`config.mk`:
```
export PLATFORM = sky130hd
export DESIGN_NAME = lwsam_queue
export DESIGN_NICKNAME = d
export VERILOG_FILES = /design/src/sv/lwsam_pkg.sv /design/src/sv/lwsam_queue.sv
export SDC_FILE = /design/constraint.sdc
export NUM_CORES = 1
export LEC_CHECK = 0
export BUFFER_PORTS_ARGS = -buffer_cell sky130_fd_sc_hd__clkbuf_2
export CORE_AREA = 2 2 64 66
export DETAILED_ROUTE_END_ITERATION = 12
export DIE_AREA = 0 0 66 68
export SLEW_MARGIN = 30
export SYNTH_ARGS = -nofsm -noshare
export SYNTH_HDL_FRONTEND = slang
export SYNTH_SLANG_ARGS = --single-unit
```
`constraint.sdc`:
```
create_clock -name clk_i -period 5.08 [get_ports clk_i]
set_input_delay 0.762 -clock clk_i [delete_from_list [all_inputs] [get_ports clk_i]]
set_output_delay 0.762 -clock clk_i [all_outputs]
set_load 0.1 [all_outputs]
```
`src/sv/lwsam_pkg.sv`:
```
// Shared types and constants for the longest window sum search block.
package lwsam_pkg;

  localparam int WINDOW_DEPTH_DEF = 1024;
  localparam int VALUE_W          = 16;
  localparam int LEN_W            = 11;
  localparam int LIMIT_W          = 26;
  localparam int SUM_W            = 27;
  localparam int QUEUE_DEPTH      = 2;

  typedef struct packed {
    logic [VALUE_W-1:0] value;
    logic               first;
  } in_t;

  typedef struct packed {
    logic [LEN_W-1:0] best_length;
    logic [LEN_W-1:0] window_length;
    logic             overflow;
  } out_t;

endpackage

```
`src/sv/lwsam_queue.sv`:
```
// Front end: accepts input items into a short register queue.
module lwsam_queue (
  input  logic            clk_i,
  input  logic            rst_ni,
  input  logic            in_valid_i,
  output logic            in_ready_o,
  input  lwsam_pkg::in_t  in_data_i,
  output logic            q_valid_o,
  input  logic            q_pop_i,
  output lwsam_pkg::in_t  q_data_o
);
  import lwsam_pkg::*;

  localparam int PW = (QUEUE_DEPTH > 1) ? $clog2(QUEUE_DEPTH) : 1;
  localparam int CW = $clog2(QUEUE_DEPTH + 1);

  in_t            entry_q [QUEUE_DEPTH];
  logic [PW-1:0]  wr_ptr_q, wr_ptr_d;
  logic [PW-1:0]  rd_ptr_q, rd_ptr_d;
  logic [CW-1:0]  fill_q, fill_d;
  logic           push, pop;

  assign in_ready_o = (fill_q != CW'(QUEUE_DEPTH));
  assign q_valid_o  = (fill_q != '0);
  assign q_data_o   = entry_q[rd_ptr_q];
  assign push       = in_valid_i && in_ready_o;
  assign pop        = q_pop_i && q_valid_o;

  always_comb begin
    wr_ptr_d = wr_ptr_q;
    rd_ptr_d = rd_ptr_q;
    fill_d   = fill_q;
    if (push) begin
      wr_ptr_d = (wr_ptr_q == PW'(QUEUE_DEPTH - 1)) ? '0 : wr_ptr_q + 1'b1;
    end
    if (pop) begin
      rd_ptr_d = (rd_ptr_q == PW'(QUEUE_DEPTH - 1)) ? '0 : rd_ptr_q + 1'b1;
    end
    if (push && !pop) begin
      fill_d = fill_q + 1'b1;
    end else if (pop && !push) begin
      fill_d = fill_q - 1'b1;
    end
  end

  always_ff @(posedge clk_i or negedge rst_ni) begin
    if (!rst_ni) begin
      wr_ptr_q <= '0;
      rd_ptr_q <= '0;
      fill_q   <= '0;
    end else begin
      wr_ptr_q <= wr_ptr_d;
      rd_ptr_q <= rd_ptr_d;
      fill_q   <= fill_d;
    end
  end

  always_ff @(posedge clk_i) begin
    if (push) begin
      entry_q[wr_ptr_q] <= in_data_i;
    end
  end

endmodule

```
==> results.md, run 1 <==
- Number of max-slew violations in the final report: 0
- Mux contribution to synthesized area: 0.1528
- Timing-limited maximum frequency: 359.2 MHz
- Total setup violations reported at the end of the flow: 0
- Final hold vios: 0
- Number of global-route vias before repair: 734
- Clock tree from TritonCTS: built
- Tightest Hold Check Type: in2async
- Yosys warnings: 0
- Maximum number of pins on one net before global-route repair: 19
- Detailed Route Iter0 Violations: 39
- Fraction of synthesized cell area taken by the top area cell type: 0.6927
- Post-synthesis sequential element count: 38
- Cell variety after synth: 16
- Most used cells in the layout excluding fill and tap cells: clkbuf_2, edfxtp_1, mux2_4
- Remaining number of nets flagged by the antenna check after routing: 0
- Number of inserted diodes: 0
- Simple-gate area share of the yosys netlist: 0.02462
- XOR/XNOR Fraction of Synth Area: 0.02971
- Compound-gate portion of the synthesized area: 0
- Final layout net count: 137
- Synth Area per Inst: 20.76 um^2
- Detailed Place HPWL: 1526 um
- Arr. time, crit path: 2.02 ns
- RSZ-0062 raised after global routing: no
- Number of top-level pins: 40
- R2r setup slk: 3.34 ns
- Maxcap violations: 0
- Clock network latency to the later pin of the worst-skew pair: 0.29 ns
- Dominant cells by area after synthesis: edfxtp_1, mux2_4, dfrtp_1, mux2_2, xnor2_1
- Time the final worst path needs with I/O delays and setup: 2.784 ns
- Library cell with the largest summed area after synthesis: edfxtp_1
- Setup Crit Path Kind: reg2out
- Clock-pin transition on the worst setup and hold timing paths: 0.07 ns
- Total DRC errors in the routed layout: 0
- Number of nets produced by synthesis: 93
- Maximum fanout count along the critical path: 18
- Number of buffers added for setup after CTS: 0
- Area of the mapped netlist: 1474 um^2
- Site Rows: 23
- Initial Utilization: 0.3822
- Wire length of the first global-routing pass: 3291 um
- Area enclosed by the die boundary: 4488 um^2
- Clk buf depth: 2
- Leading cell type in the layout, fill and taps excluded: clkbuf_2
- Number of detailed-route iterations in the first pass: 6
- Wire length per cell: 13.21 um
- Worst setup skew after layout: 0.009070 ns
- Post-cts repair resize count: 0
- Synthesized netlist cell count: 71
- Overflow after GRT: 0
- Count of vias placed by the detailed router: 725
- Fraction of final layout cells with drive strength greater than 1: 0.5517
- Worst setup EP type: output pin
- Worst-Margin Slew: 0.9181 ns
- Cell chosen for the clock root: clkbuf_8
- Count of buffers from port buffering: 39
- Maximum level of the CTS H-tree: 2
- Summed negative setup slack over all endpoints: 0 ns
- Sort of element at the start of the critical path: flip-flop
- Final hold slack: 0.2683 ns
- Placer Congestion: 0.5531
- Clock buffers created by TritonCTS: 5
- Total wire length: 2193 um
- Placeable core region: 3856 um^2
- Sequential fraction of the synthesis area: 0.7606
- Die span in y: 68 um
- Main combinational cell family by area after synthesis: multiplexers
- Run status: completed
- # clock sinks: 38
- Initial antenna violation count: 0
- Hold bufs inserted after CTS: 0
- Critical path required time: 4.32 ns
- Global Route Usage Sum: 0.1067
- Synthesized-area fraction occupied by adder cells: 0.008489
- Layout area overhead: 21.05%
- DR vias/cell: 4.367
- Die Wd: 66 um
- Portion of the clock cycle consumed by the worst path in the final layout: 0.5481
- Remaining max-slew budget at the tightest pin: 0.3880
[metal layers]
metal | share of wire | GRT usage
met3 | 0.066 | 0.05263
met5 | 0 | 0
met4 | 0.021 | 0.06122
met2 | 0.51 | 0.1717
met1 | 0.40 | 0.1151
[cells by family after synthesis]
| kind of cell | after synthesis |
|---|---|
| flops | 38 |
| mux | 17 |
| simple gates | 7 |
| xor+xnor | 5 |
| buf+inv | 3 |
| fa+ha+maj | 1 |
[registers in the layout (all words and copies together), names as in the netlist]
signal,cells
entry_q,34
fill_q,2
rd_ptr_q,1
wr_ptr_q,1
[cell usage after synthesis]
| library cell | number |
|---|---|
| nand2_2 | 1 |
| dfrtp_1 | 4 |
| buf_6 | 1 |
| nand2b_1 | 1 |
| xor2_1 | 2 |
| buf_12 | 1 |
| edfxtp_1 | 34 |
| mux2_2 | 8 |
| nand2_1 | 1 |
| xnor2_1 | 3 |
| mux2_4 | 9 |
| inv_1 | 1 |
| or2_1 | 1 |
| and3_1 | 1 |
| ha_1 | 1 |
| nor2_1 | 2 |
[metrics by stage]
stage	setup WS [ns]	cell area, um^2	utilization	std cells
5_1_grt	2.201	1784	0.4627	166
4_1_cts	2.246	1784	0.4627	166
3_5_place_dp	2.553	1703	0.4416	158
3_3_place_gp	2.586	1703	0.4416	158
2_1_floorplan	2.467	1474	-	71
6_report	2.296	1784	0.4627	166
[critical path: stages, from the launching register on]
cell and delay (ns):
dfrtp_1 0.94, mux2_2 0.42, clkbuf_2 0.37
[path summary, 6_finish.rpt]
check                          start             end  depth (start not counted)
min in group clk_i         fill_q[1]       fill_q[1]                          1
setup reg to reg           fill_q[0]  entry_q[0][15]                          3
setup / recovery            rd_ptr_q     q_data_o[0]                          2
hold reg to reg            fill_q[1]       fill_q[1]                          1
hold / removal                rst_ni        wr_ptr_q                          1
max in group asynchronous     rst_ni        rd_ptr_q                          1
[area by class of cell]
cell class,count,area [um^2]
multi-input cells,30,320.3
clock buffers,6,72.57
clock inverters,2,8.758
repair buffers,39,195.2
fillers,355,2072
inverters,1,3.754
flip-flops and latches,38,1121
well taps,50,62.56
Power of run 1 is left out: the tool's default activity adds up to more than one toggle a clock period on the data nets, which glitch-free logic cannot reach.
==> run 2, diff against run 1 <==
- clock period: 5.08 -> 2.5 ns (I/O delays scaled with it)
==> run 2 against run 1 <==
Critical path depth up 1. Sequential share of layout area down 1.3 points. Via count up 1.4%. Global-route usage down 0.71 points. Final cell count up 3.0%. Critical path type unchanged. Largest cell class unchanged.
==> results.md, run 2 (synthesis gave the netlist of run 1 again) <==
- Most used cells in the layout excluding fill and tap cells: clkbuf_2, edfxtp_1, mux2_4
- Initial antenna violation count: 0
- Worst R2R End: entry_q[0][1]
- Layout area overhead: 23.68%
- Number of detailed-route iterations in the first pass: 3
- Clock-pin transition on the worst setup and hold timing paths: 0.07 ns
- Number of buffers added for setup after CTS: 0
- Overflow after GRT: 0
- Library cell contributing the largest single delay on the critical path: dfrtp_1
- Number of cells on the worst hold path: 1
- Maximum fanout count along the critical path: 8
- Clock buffers created by TritonCTS: 5
- Total DRC errors in the routed layout: 0
- # clock sinks: 38
- Buffer and inverter count on the worst path: 2
- Clock tree from TritonCTS: built
- Maximum number of pins on one net before global-route repair: 18
- Largest stage delay on the critical path: 0.58 ns
- Top flop regs: entry_q (34), fill_q (2)
- Initial Utilization: 0.3822
- Tightest Hold Check Type: in2reg
- R2r setup slk: 0.85 ns
- Die span in y: 68 um
- Final hold vios: 0
- Non-filler cells, final: 171
- Worst hold start: in_data_i[3]
- FF-to-FF Start: fill_q[0]
- Number of global-route vias before repair: 698
- Portion of the clock cycle consumed by the worst path in the final layout: 0.8637
- CP Launch Point: rd_ptr_q
- Placeable core region: 3856 um^2
- Final layout net count: 142
- Worst setup EP type: output pin
- Die Wd: 66 um
- Total area of multi-input combinational cells: 320.3 um^2
- Cells along the critical path: buf_4, mux2_2, clkbuf_2
- Worst setup skew after layout: 0.005349 ns
- Count of vias placed by the detailed router: 735
- Remaining max-slew budget at the tightest pin: 0.6337
- Hold bufs inserted after CTS: 1
- Number of filler instances in the final layout: 345
- Number of inserted diodes: 0
- Flip-flop count of the largest register after layout: 34
- Setup Crit Path Kind: reg2out
- Cell family with the largest share of critical-path delay: buffers and inverters
- Cell depth of the worst flop-to-flop path: 4
- Clk buf depth: 2
- Footprint of the flip-flops and latches: 1121 um^2
- Time the final worst path needs with I/O delays and setup: 2.159 ns
- Sort of element at the start of the critical path: flip-flop
- Run status: completed
- Maxcap violations: 0
- Total setup violations reported at the end of the flow: 0
- Terminating pin of the worst hold path: entry_q[0][3]
- Timing-limited maximum frequency: 463.1 MHz
- Number of max-slew violations in the final report: 0
- Arr. time, crit path: 1.78 ns
- Count of buffers from port buffering: 39
- Final core occ: 0.4727
- Placer Congestion: 0.5876
- Leading cell type in the layout, fill and taps excluded: clkbuf_2
- Clock network latency to the later pin of the worst-skew pair: 0.28 ns
- Maximum level of the CTS H-tree: 2
- Number of top-level pins: 40
- Sum of met2 wire segment lengths after detailed routing: 993 um
- Register containing the most flip-flops in the final layout: entry_q
- Post-cts repair resize count: 0
- Detailed Route Iter0 Violations: 46
- Wire length per cell: 12.77 um
- Site Rows: 23
- Detailed route wirelength on metal3: 159 um
- Cell chosen for the clock root: clkbuf_8
- Fraction of final layout cells with drive strength greater than 1: 0.5537
- Critical path required time: 2.12 ns
- Remaining number of nets flagged by the antenna check after routing: 0
- Top routing layer in use: met4
- Total wire length: 2184 um
- Wire length of the first global-routing pass: 3125 um
- Summed negative setup slack over all endpoints: 0 ns
- Cell count after placement: 162
- Wire length on met1: 1020 um
- DR vias/cell: 4.298
- Global Route Usage Sum: 0.09961
- Area enclosed by the die boundary: 4488 um^2
- RSZ-0062 raised after global routing: no
- Detailed Place HPWL: 1583 um
- Worst-Margin Slew: 0.5517 ns
[run 2: changes by cell type in the layout (fill, tap and decap cells not counted)]
cell / delta
dlygate4sd3_1: +1
clkbuf_1: +2
clkinv_1: -1
clkinv_2: -1
buf_4: +4
[run 2: how the worst max path moves through the flow]
| stage | endpoint | slack [ns] | cells past startpoint |
|---|---|---|---|
| after floorplan | entry_q[0][0] | 0.15 | 3 |
| final | q_data_o[1] | 0.34 | 3 |
| after global routing | q_data_o[1] | 0.26 | 3 |
| after CTS | q_data_o[1] | 0.31 | 3 |
| after detailed placement | q_data_o[1] | 0.61 | 3 |
| after global placement | q_data_o[8] | 0.63 | 3 |
[run 2: cell type report]
cell class / instances / area share
tap: 50 / 0.03432
sequential: 38 / 0.6150
timing repair buffer: 44 / 0.1290
clock buffer: 8 / 0.04393
multi-input combinational: 30 / 0.1757
inverter: 1 / 0.002059
[run 2: per-layer routing]
| metal | global-route usage | up-vias |
|---|---|---|
| li1 | - | 362 |
| met3 | 0.05263 | 2 |
| met4 | 0.03061 | 0 |
| met1 | 0.1284 | 343 |
| met5 | 0 | - |
| met2 | 0.1465 | 28 |
[run 2: worst register-to-register path: stages (launching register included)]
cell and delay, ns:
dfrtp_1 0.41, nand2b_1 0.17, nand2_1 0.12, nor2_2 0.39, buf_4 0.28
[run 2: through the flow]
stage	cell area [um^2]	setup slack, ns	hold slack [ns]
after floorplan	1476	0.1466	0.07941
after global placement	1733	0.6341	0.1900
after detailed placement	1733	0.6148	0.1963
after CTS	1823	0.3120	0.2752
after global routing	1823	0.2613	0.2745
final	1823	0.3409	0.2823
Power of run 2 is left out for the same reason.
==> run 3, diff against run 2 <==
- CORE_AREA: 2 2 64 66 -> 2 2 60 62
- DIE_AREA: 0 0 66 68 -> 0 0 62 64
- PLACE_DENSITY: unset -> 0.72
==> run 3 against run 2 <==
Worst hold slack got worse by 0.057 ns. Die area shrank 12%. Via count is 1.9% higher. Non-clock buffer count shrank 1. Final cell count shrank 2.9%. Sequential share of layout area grew 1.5 points. Global-route usage is 2.8 points higher. Critical path depth did not move. Sequential cell count unchanged.
==> results.md, run 3 (synthesis gave the netlist of run 1 again) <==
- Initial antenna violation count: 0
- Most used cells in the layout excluding fill and tap cells: clkbuf_2, edfxtp_1, mux2_4
- Remaining number of nets flagged by the antenna check after routing: 0
- Number of global-route vias before repair: 764
- Worst setup skew after layout: 0.009645 ns
- Top flop regs: entry_q (34), fill_q (2)
- RSZ-0062 raised after global routing: no
- Summed negative setup slack over all endpoints: 0 ns
- Count of buffers from port buffering: 39
- Cells along the critical path: buf_4, mux2_4, clkbuf_2
- Fraction of final layout cells with drive strength greater than 1: 0.5500
- Cell family with the largest share of critical-path delay: buffers and inverters
- Total setup violations reported at the end of the flow: 0
- Placeable core region: 3284 um^2
- Wire length of the first global-routing pass: 3408 um
- Layout area overhead: 20.71%
- Arr. time, crit path: 1.91 ns
- Time the final worst path needs with I/O delays and setup: 2.290 ns
- FF-to-FF Start: fill_q[0]
- Number of filler instances in the final layout: 279
- Wire length per cell: 13.33 um
- Buffer and inverter count on the worst path: 2
- Die Wd: 62 um
- Timing-limited maximum frequency: 436.7 MHz
- Clk buf depth: 2
- Total wire length: 2213 um
- Final layout net count: 141
- Detailed Place HPWL: 1633 um
- Cell chosen for the clock root: clkbuf_4
- Largest stage delay on the critical path: 0.61 ns
- Die span in y: 64 um
- Setup Crit Path Kind: reg2out
- R2r setup slk: 0.98 ns
- Worst hold start: in_data_i[8]
- Count of vias placed by the detailed router: 749
- Maximum fanout count along the critical path: 10
- Clock tree from TritonCTS: built
- Terminating pin of the worst hold path: entry_q[1][8]
- Site Rows: 21
- Library cell contributing the largest single delay on the critical path: dfrtp_1
- Worst-Margin Slew: 0.5482 ns
- DR vias/cell: 4.512
- Portion of the clock cycle consumed by the worst path in the final layout: 0.9159
- Final hold vios: 0
- Overflow after GRT: 0
- Leading cell type in the layout, fill and taps excluded: clkbuf_2
- Flip-flop count of the largest register after layout: 34
- Area enclosed by the die boundary: 3968 um^2
- Number of cells on the worst hold path: 1
- Maximum number of pins on one net before global-route repair: 18
- Tightest Hold Check Type: in2reg
- Cell depth of the worst flop-to-flop path: 6
- Register containing the most flip-flops in the final layout: entry_q
- Placer Congestion: 0.6667
- Number of top-level pins: 40
- Number of detailed-route iterations in the first pass: 2
- Maximum level of the CTS H-tree: 2
- Clock-pin transition on the worst setup and hold timing paths: 0.10 ns
- Worst setup EP type: output pin
- Run status: completed
- Clock network latency to the later pin of the worst-skew pair: 0.33 ns
- Post-cts repair resize count: 0
- Number of inserted diodes: 0
- # clock sinks: 38
- Maxcap violations: 0
- Remaining max-slew budget at the tightest pin: 0.6361
- Initial Utilization: 0.4488
- Sort of element at the start of the critical path: flip-flop
- Total DRC errors in the routed layout: 0
- Clock buffers created by TritonCTS: 5
- Number of max-slew violations in the final report: 0
- Worst R2R End: fill_q[1]
- Global Route Usage Sum: 0.1276
- Detailed Route Iter0 Violations: 11
- Critical path required time: 2.12 ns
run 3: cell count changes in the layout (fill, tap and decap cells not counted):
cell      previous run  this run
clkbuf_1             3         2
clkbuf_8             5         0
clkbuf_4             0         5
buf_4                4         3
clkinv_1             0         1
run 3: through the flow:
step | setup WS [ns] | cells | utilization | instance area [um^2] | hold WS [ns]
final | 0.2103 | 166 | 0.5417 | 1779 | 0.2253
after global routing | 0.09941 | 166 | 0.5417 | 1779 | 0.2026
after CTS | 0.1647 | 166 | 0.5417 | 1779 | 0.2054
after detailed placement | 0.5548 | 157 | 0.5238 | 1720 | 0.1866
after global placement | 0.5801 | 157 | 0.5238 | 1720 | 0.1875
after floorplan | 0.1466 | 71 | - | 1476 | 0.07941
run 3: how the worst max path moves through the flow:
stage	from	endpoint	slack, ns	depth (start not counted)
after global placement	rd_ptr_q	q_data_o[15]	0.58	3
after CTS	rd_ptr_q	q_data_o[15]	0.16	3
after floorplan	fill_q[0]	entry_q[0][0]	0.15	3
after detailed placement	rd_ptr_q	q_data_o[15]	0.55	3
after global routing	rd_ptr_q	q_data_o[5]	0.1	3
final	rd_ptr_q	q_data_o[15]	0.21	3
run 3: final cells by class:
| cell class | instances | area, um^2 | share of cell area |
|---|---|---|---|
| Timing Repair Buffer | 43 | 227.7 | 0.1280 |
| Clock inverter | 1 | 3.754 | 0.002110 |
| Inverter | 1 | 3.754 | 0.002110 |
| Tap cell | 46 | 57.56 | 0.03235 |
| Sequential cell | 38 | 1121 | 0.6301 |
| Multi-Input combinational cell | 30 | 320.3 | 0.1800 |
| Clock buffer | 7 | 45.04 | 0.02532 |
run 3: metal layers:
layer	track usage	up-vias	part of all wire
li1	-	362	-
met1	0.1387	356	0.40
met5	0	-	0
met4	0.05585	0	0.017
met2	0.1992	25	0.50
met3	0.07085	6	0.080
run 3: repair_timing:
| action | in CTS | in global routing |
|---|---|---|
| buffers inserted | 0 | 0 |
| hold endpoints to repair | 4 | 0 |
| hold buffers | 1 | 0 |
Power of run 3 is left out for the same reason.
